### src/rtl/core/crc16fb_pkg.sv
// Package for the CRC-16 frame builder: constants and the byte-wide CRC update.
package crc16fb_pkg;

  localparam logic [15:0] CRC_POLY  = 16'h1021;
  localparam logic [15:0] CRC_TOP   = 16'h8000;
  localparam logic [15:0] CRC_INIT  = 16'h0000;
  localparam logic [7:0]  TAG_RESET = 8'h01;

  // CRC-16/XMODEM over one byte, MSB first, unrolled
  function automatic logic [15:0] crc16_byte(input logic [15:0] crc, input logic [7:0] b);
    logic [15:0] c;
    c = crc ^ {b, 8'h00};
    for (int k = 0; k < 8; k++) begin
      if ((c & CRC_TOP) != 16'h0000) begin
        c = {c[14:0], 1'b0} ^ CRC_POLY;
      end else begin
        c = {c[14:0], 1'b0};
      end
    end
    return c;
  endfunction

endpackage

### src/rtl/core/crc16_frame_builder_top.sv
// CRC-16/XMODEM frame builder: tag header, payload pass-through, CRC trailer.
// An input byte passes through the single-item holding register, then the output register.
// Throughput: one output byte per cycle unless out_tready stalls; an item emits its
// byte, with the tag before it when it opens a frame and the CRC high and low
// bytes after it when it closes one; a new item is taken as the held one ends.
// Synchronous active-low reset: frame closed, CRC zero, frame_tag back to 1.
module crc16_frame_builder_top (
  input  logic       clk,
  input  logic       rst_n,
  input  logic       cfg_wr_en,
  input  logic [7:0] cfg_wr_data,   // frame_tag
  input  logic       in_tvalid,
  output logic       in_tready,
  input  logic [7:0] in_tdata,      // [7:0] payload_byte
  input  logic       in_tlast,      // last_in
  output logic       out_tvalid,
  input  logic       out_tready,
  output logic [7:0] out_tdata,     // [7:0] out_byte
  output logic       out_tlast      // last_out
);

  typedef enum logic [1:0] {
    PH_TAG,
    PH_DATA,
    PH_HI,
    PH_LO
  } phase_t;

  logic [7:0]  frame_tag_r;
  logic [15:0] crc_acc_r, crc_acc_nxt;
  logic        inside_frame_r, inside_frame_nxt;

  // held input item
  logic        item_valid_r, item_valid_nxt;
  logic [7:0]  item_byte_r;
  logic        item_last_r;
  logic        started_r, started_nxt;   // item already emitted something
  logic        opened_r, opened_nxt;     // this item opened the frame
  phase_t      phase_r, phase_nxt;
  phase_t      phase_eff;

  logic        out_valid_r, out_valid_nxt;
  logic [7:0]  out_data_r, out_data_nxt;
  logic        out_last_r, out_last_nxt;

  logic        out_load;
  logic        emit;
  logic        item_done;
  logic        in_xfer;

  assign out_load  = !out_valid_r || out_tready;
  assign emit      = item_valid_r && out_load;
  assign in_tready = !item_valid_r || (emit && item_done);
  assign in_xfer   = in_tvalid && in_tready;

  assign phase_eff = started_r ? phase_r : (inside_frame_r ? PH_DATA : PH_TAG);

  always_comb begin
    crc_acc_nxt      = crc_acc_r;
    inside_frame_nxt = inside_frame_r;
    started_nxt      = started_r;
    opened_nxt       = opened_r;
    phase_nxt        = phase_r;
    out_valid_nxt    = out_valid_r && !out_tready;
    out_data_nxt     = out_data_r;
    out_last_nxt     = out_last_r;
    item_done        = 1'b0;

    if (emit) begin
      out_valid_nxt = 1'b1;
      started_nxt   = 1'b1;
      unique case (phase_eff)
        PH_TAG: begin
          out_data_nxt     = frame_tag_r;
          out_last_nxt     = 1'b0;
          crc_acc_nxt      = crc16fb_pkg::crc16_byte(crc16fb_pkg::CRC_INIT, frame_tag_r);
          inside_frame_nxt = 1'b1;
          opened_nxt       = 1'b1;
          phase_nxt        = PH_DATA;
        end
        PH_DATA: begin
          out_data_nxt = item_byte_r;
          out_last_nxt = 1'b0;
          crc_acc_nxt  = crc16fb_pkg::crc16_byte(crc_acc_r, item_byte_r);
          // last flag on the byte that opened the frame is ignored
          if (item_last_r && !opened_r) begin
            phase_nxt = PH_HI;
          end else begin
            item_done = 1'b1;
          end
        end
        PH_HI: begin
          out_data_nxt = crc_acc_r[15:8];
          out_last_nxt = 1'b0;
          phase_nxt    = PH_LO;
        end
        PH_LO: begin
          out_data_nxt     = crc_acc_r[7:0];
          out_last_nxt     = 1'b1;
          crc_acc_nxt      = crc16fb_pkg::CRC_INIT;
          inside_frame_nxt = 1'b0;
          item_done        = 1'b1;
        end
        default: begin
          item_done = 1'b1;
        end
      endcase
    end

    item_valid_nxt = item_valid_r && !(emit && item_done);
    if (in_xfer) begin
      item_valid_nxt = 1'b1;
      started_nxt    = 1'b0;
      opened_nxt     = 1'b0;
      phase_nxt      = PH_DATA;
    end
  end

  always_ff @(posedge clk) begin
    if (!rst_n) begin
      frame_tag_r    <= crc16fb_pkg::TAG_RESET;
      crc_acc_r      <= crc16fb_pkg::CRC_INIT;
      inside_frame_r <= 1'b0;
      item_valid_r   <= 1'b0;
      started_r      <= 1'b0;
      opened_r       <= 1'b0;
      phase_r        <= PH_DATA;
      out_valid_r    <= 1'b0;
      out_data_r     <= 8'h00;
      out_last_r     <= 1'b0;
    end else begin
      if (cfg_wr_en) begin
        frame_tag_r <= cfg_wr_data;
      end
      crc_acc_r      <= crc_acc_nxt;
      inside_frame_r <= inside_frame_nxt;
      item_valid_r   <= item_valid_nxt;
      started_r      <= started_nxt;
      opened_r       <= opened_nxt;
      phase_r        <= phase_nxt;
      out_valid_r    <= out_valid_nxt;
      out_data_r     <= out_data_nxt;
      out_last_r     <= out_last_nxt;
    end
  end

  // payload registers, no reset
  always_ff @(posedge clk) begin
    if (in_xfer) begin
      item_byte_r <= in_tdata;
      item_last_r <= in_tlast;
    end
  end

  assign out_tvalid = out_valid_r;
  assign out_tdata  = out_data_r;
  assign out_tlast  = out_last_r;

endmodule
### config.mk
export PLATFORM = sky130hd
export DESIGN_NAME = crc16_frame_builder_top
export DESIGN_NICKNAME = d
export VERILOG_FILES = /design/src/rtl/core/crc16fb_pkg.sv /design/src/rtl/core/crc16_frame_builder_top.sv
export SDC_FILE = /design/constraint.sdc
export NUM_CORES = 1
export LEC_CHECK = 0
export BUFFER_PORTS_ARGS = -buffer_cell sky130_fd_sc_hd__buf_4
export CORE_MARGIN = 2
export CORE_UTILIZATION = 45
export DETAILED_ROUTE_END_ITERATION = 16
export GPL_TIMING_DRIVEN = 1
export PLACE_DENSITY_LB_ADDON = 0.25
export REMOVE_ABC_BUFFERS = 1
export SETUP_SLACK_MARGIN = 0.1
export SLEW_MARGIN = 10
export SYNTH_ARGS = -nofsm -noshare
export SYNTH_HDL_FRONTEND = slang
export SYNTH_SLANG_ARGS = --single-unit
### constraint.sdc
create_clock -name clk -period 5.1 [get_ports clk]
set_input_delay 0.51 -clock clk [delete_from_list [all_inputs] [get_ports clk]]
set_output_delay 0.51 -clock clk [all_outputs]
set_load 0.01 [all_outputs]
# Yosys cells after proc, flatten, opt, wreduce, memory -nomap -nowiden
# Index checks and enable logic that the tools add are counted.
# op_classes
n_eq_ne,4
n_mux,57
bitwise_logic,18
n_reduce_logical,23
# op_table
op,count
2-to-1 mux 16 bit,28
2-to-1 mux 13 bit,16
inverter 3 bit,16
case mux 16 bit (3 select lines),1
case mux 8 bit (4 select lines),1
bitwise XOR 16 bit,1
logical AND 1 bit,6
case mux 1 bit (2 select lines),3
case mux 2 bit (3 select lines),1
AND reduction 2 bit,3
nonzero test 3 bit,2
logical NOT 1 bit,5
2-to-1 mux 1 bit,5
"equality test 2 bit, second input constant",2
2-to-1 mux 2 bit,2
AND reduction 3 bit,1
OR reduction 3 bit,1
"equality test 2 x 1 -> 1 bit, second input constant",1
logical NOT 2 bit,1
logical OR 1 bit,2
"inequality test 2 bit, second input constant",1
nonzero test 2 bit,1
OR reduction 2 bit,1
inverter 1 bit,1
# word_totals
ff_bits,49
inputBits,22
out_inout_bits,11
word_cells,114

# Longest topological paths before layout
# depth
word_depth,32
mapped_depth,8
mapped_depth_nobuf,7

# Worst setup path before layout
# Ideal clock, no wire load.
# synth_path
path_type,register to register
startpoint,register started_r
endpoint,register item_byte_r[0] (enable)
setup_time_ns,0.338
t_arrival_ns,1.866
t_required_ns,4.762
setup_slack_ns,2.897
path_stages_with_launch,8
path_buffers,1
synth_period_minus_slack_ns,2.203
cell_sequence,dfxtp_1 -> mux2i_1 -> inv_1 -> ha_1 -> buf_2 -> a21oi_1 -> o21ai_1 -> and2_1
# synth_via
elab_chain_len,7
word_cells_on_any_way,8
classes_between,eq/ne: 2; mux: 3; reduce/logical: 3
# synth_rtl
element,line,source
start: declaration,crc16_frame_builder_top.sv:37,"logic started_r, started_nxt;"
start signal: assignment,crc16_frame_builder_top.sv:138,started_r <= started_nxt;
2-to-1 mux 2 bit (*),crc16_frame_builder_top.sv:56,assign phase_eff = started_r ? phase_r : (inside_frame_r ? PH_DATA : PH_TAG);
equality test 2 bit / equality test 2 x 1 -> 1 bit (equally long branches),crc16_frame_builder_top.sv:72,unique case (phase_eff)
case mux 1 bit (2 select lines) (*),crc16_frame_builder_top.sv:72,
2-to-1 mux 1 bit (*),crc16_frame_builder_top.sv:69,if (emit) begin
logical AND 1 bit (*),crc16_frame_builder_top.sv:53,assign in_tready = !item_valid_r || (emit && item_done);
logical OR 1 bit (*),crc16_frame_builder_top.sv:53,
net in_tready,crc16_frame_builder_top.sv:13,"output logic in_tready,"
logical AND 1 bit (*),crc16_frame_builder_top.sv:54,assign in_xfer = in_tvalid && in_tready;
net in_xfer,crc16_frame_builder_top.sv:49,logic in_xfer;
end signal: assignment,crc16_frame_builder_top.sv:150,item_byte_r <= in_tdata;
end: declaration,crc16_frame_builder_top.sv:35,logic [7:0] item_byte_r;
# Mark *: on every way through the listed nets, which the timed path passes. The rest lies on a longest branch.
# A chain may end at the register's enable or synchronous reset.

# Worst setup path in the final report
# layout_path
startpoint,register started_r
endpoint,output port in_tready
# layout_via
elab_chain_len,6
word_cells_on_any_way,7
classes_between,eq/ne: 2; mux: 3; reduce/logical: 2
# layout_rtl
element,line
2-to-1 mux 2 bit (*),crc16_frame_builder_top.sv:56
equality test 2 bit / equality test 2 x 1 -> 1 bit (equally long branches),crc16_frame_builder_top.sv:72
case mux 1 bit (2 select lines) (*),crc16_frame_builder_top.sv:72
2-to-1 mux 1 bit (*),crc16_frame_builder_top.sv:69
logical AND 1 bit (*),crc16_frame_builder_top.sv:53
logical OR 1 bit (*),crc16_frame_builder_top.sv:53
end: declaration,crc16_frame_builder_top.sv:13
# Every way passes the cells marked *; elsewhere a longest branch is shown, timed or not.

==> impl_metrics.tcl <==
set metrics [dict create \
    fin_tns_setup_ns 0 \
    dpl.hpwl_microns 3990 \
    core_area_sq_mm 0.00544 \
    antenna_cells 0 \
    routed_wl_microns 5640 \
    final_nets 312 \
    syn_area_sq_mm 0.00250 \
    die_area_sq_mm 0.00617 \
    fillers 489 \
    via_count 1945 \
    drc 0 \
    cp_slowest_cell "mux2i_1" \
    worst-setup-path-type "reg -> out" \
    period_needed_ns 2.86 \
    routabilityCongestion 0.870 \
    grt_pass1_wl_microns 9330 \
    clock_sinks 49 \
    synth_top_flop_cell "dfxtp_1" \
    crit_path_end_kind "primary output" \
    rsz0062_at_grt "false" \
    die_y_microns 78.5 \
    run_status "completed" \
    avgSynthCellArea_sq_um 9.69 \
    ir_drop_mv 0.193 \
    slew_headroom_pct 41.8 \
    viasPerCell 5.48 \
    cts_buffer_depth 2 \
    ant_nets 0 \
    hold_viol 0 \
    p_leak_uw 0.00116 \
    syn_to_final_growth_pct 15.5 \
    initial_core_util_pct 46.0 \
    setup_viol 0 \
    cts_setup_buffers 0 \
    clkTransAtPathRegs_ns 0.09 \
    final_area_sq_mm 0.00289 \
    seq_area_frac_synth_pct 42.8 \
    cpPeakStageDelay_ns 0.45 \
    wl_per_cell_microns 15.9 \
    first_pass_iters 5 \
    htreeDepth 2 \
    synth-seq-cells 49 \
    cts_tree "built" \
    tightest_slew_ns 0.870 \
    drt_iter0_markers 146 \
    path_cells "mux2i_1 > inv_1 > ha_1 > a21oi_1 > o21ai_1 > buf_4" \
    numCtsBuffers 5 \
    slew_viol_final 0 \
    fp-row-count 27 \
    ys_types 42 \
    synth_top_area_cell "dfxtp_1" \
    drive_gt1_share_pct 18.0 \
    synth_top_cells_by_area "dfxtp_1, edfxtp_1, mux2i_1, xnor2_1, a21oi_1" \
    yosys_warnings 0 \
    post-route-period-util_pct 56.1 \
    post_cts_resized 0 \
    critPathBufInv 2 \
    crit_arrival_ns 2.35 \
    pre_cts_ws_ns 2.56 \
    cts_root_buf "clkbuf_8" \
    chipWidth_microns 78.5 \
    clkLatencyLatePin_ns 0.31 \
    antenna_found_initial 0 \
    ioPinCount 33 \
    grt_pass1_vias 1951 \
    grt_overflow 0 \
    grt_max_degree 32 \
    p_per_area_mw_per_mm2 323 \
    clock.fmax_ghz 0.349 \
    synth_top_cell_area_share_pct 32.0 \
    critPathLaunchType "register" \
    ys_async_sr_fraction_pct 0 \
    worstHoldPathType "in -> reg" \
    fin_ws_ns 2.24 \
    crit_family "multiplexers" \
    io_buffers 32 \
    placed_area_sq_mm 0.00278 \
    grtUsageTotal_pct 19.4 \
    required_ns 4.59 \
    hold_buffers 0 \
    synth_edf_count 9 \
    clock_skew_ns 0.00760 \
    path_max_fanout 15 \
    synth_cells 258 \
    maxCapViolCount 0 \
]
-- cells in the mapped netlist (2+ instances only) --
| cell type | n |
|---|---|
| a211oi_1 | 5 |
| clkbuf_1 | 13 |
| and2_1 | 2 |
| xnor2_2 | 2 |
| a31oi_1 | 2 |
| a22oi_1 | 5 |
| ha_1 | 8 |
| mux2i_1 | 17 |
| nand2_1 | 25 |
| nand2b_1 | 5 |
| or3_1 | 3 |
| mux2_2 | 2 |
| a222oi_1 | 8 |
| xor2_1 | 4 |
| xnor2_1 | 18 |
| a21oi_1 | 27 |
| buf_2 | 2 |
| a32oi_1 | 2 |
| edfxtp_1 | 9 |
| dfxtp_1 | 40 |
| o31a_1 | 2 |
| o21ai_0 | 17 |
| inv_1 | 14 |
| nor2_1 | 8 |
-- state kept, by name (all words and copies together) (netlist names) --
name,count
item_byte_r,8
out_tdata,8
frame_tag_r,8
crc_acc_r,16
inside_frame_r,1
started_r,1
phase_r,2
out_tlast,1
item_valid_r,1
opened_r,1
out_tvalid,1
item_last_r,1
-- kinds of logic after synthesis --
| kind of cell | share of synthesized area [%] |
|---|---|
| AOI/OAI and AO/OA | 20.3 |
| adders and majority gates | 4.00 |
| xor gates and xnor gates | 11.5 |
| DFF | 42.8 |
| buffers and inverters | 4.60 |
| and+or+nand+nor | 9.06 |
| muxes | 7.71 |
-- worst register-to-register path: stages (launching register included) --
cell and delay [ns]:
dfxtp_1 0.37, mux2i_1 0.18, inv_1 0.18, ha_1 0.54
a21oi_1 0.09, o21ai_1 0.41, and2_1 0.47
-- layout make-up --
class / count / area, sq um / share of cell area, %
flip-flops and latches: 49 / 1070 / 37.1
repair buffers: 33 / 248 / 8.58
inverters: 14 / 52.6 / 1.82
clock buffers: 8 / 111 / 3.86
well taps: 72 / 90.1 / 3.12
multi-input cells: 179 / 1310 / 45.5
-- placed cells by master, fill, tap and decap left out, types with 2 or more instances in the layout --
master,n
a211oi_1,5
a21oi_1,27
a222oi_1,8
a22oi_1,5
a31oi_1,2
a32oi_1,2
and2_1,2
buf_4,33
clkbuf_8,6
dfxtp_1,40
edfxtp_1,9
ha_1,8
inv_1,14
mux2_2,2
mux2i_1,17
nand2_1,25
nand2b_1,5
nor2_1,8
o21ai_0,17
o31a_1,2
or3_1,3
xnor2_1,18
xnor2_2,2
xor2_1,4
-- through the flow --
step | power (uW) | std cells | utilization (%) | hold WS [ns]
after global routing | 980 | 355 | 53.1 | 0.371
final | 932 | 355 | 53.1 | 0.376
after floorplan | 605 | 242 | - | 0.453
after global placement | 666 | 347 | 51.0 | 0.447
after CTS | 936 | 355 | 53.1 | 0.375
after detailed placement | 668 | 347 | 51.0 | 0.450
-- per-layer routing --
metal / part of all wire, % / GRT usage [%] / wire length, microns
met2: 47 / 31.6 / 2660
met1: 46 / 25.0 / 2610
met5: 0 / 0 / 0
met3: 4.4 / 4.25 / 250
met4: 2.1 / 7.37 / 121
-- power by group --
group / internal, uW / switching (uW) / leakage, uW
clock: 140 / 130 / 0.0000566
combinational: 100 / 113 / 0.000684
sequential: 423 / 26.4 / 0.000415
total: 663 / 269 / 0.00116
-- worst paths after layout --
kind	cells after the start	slack, ns	startpoint	endpoint
max reg2reg	6	2.51	started_r$_SDFFE_PP0P_	item_byte_r[6]$_DFFE_PP_
max	6	2.24	started_r$_SDFFE_PP0P_	in_tready
min reg2reg	2	0.46	out_tdata[6]$_SDFFE_PN0P_	out_tdata[6]$_SDFFE_PN0P_
min	1	0.38	in_tdata[5]	item_byte_r[5]$_DFFE_PP_
Power figures use the tool's default switching activity.
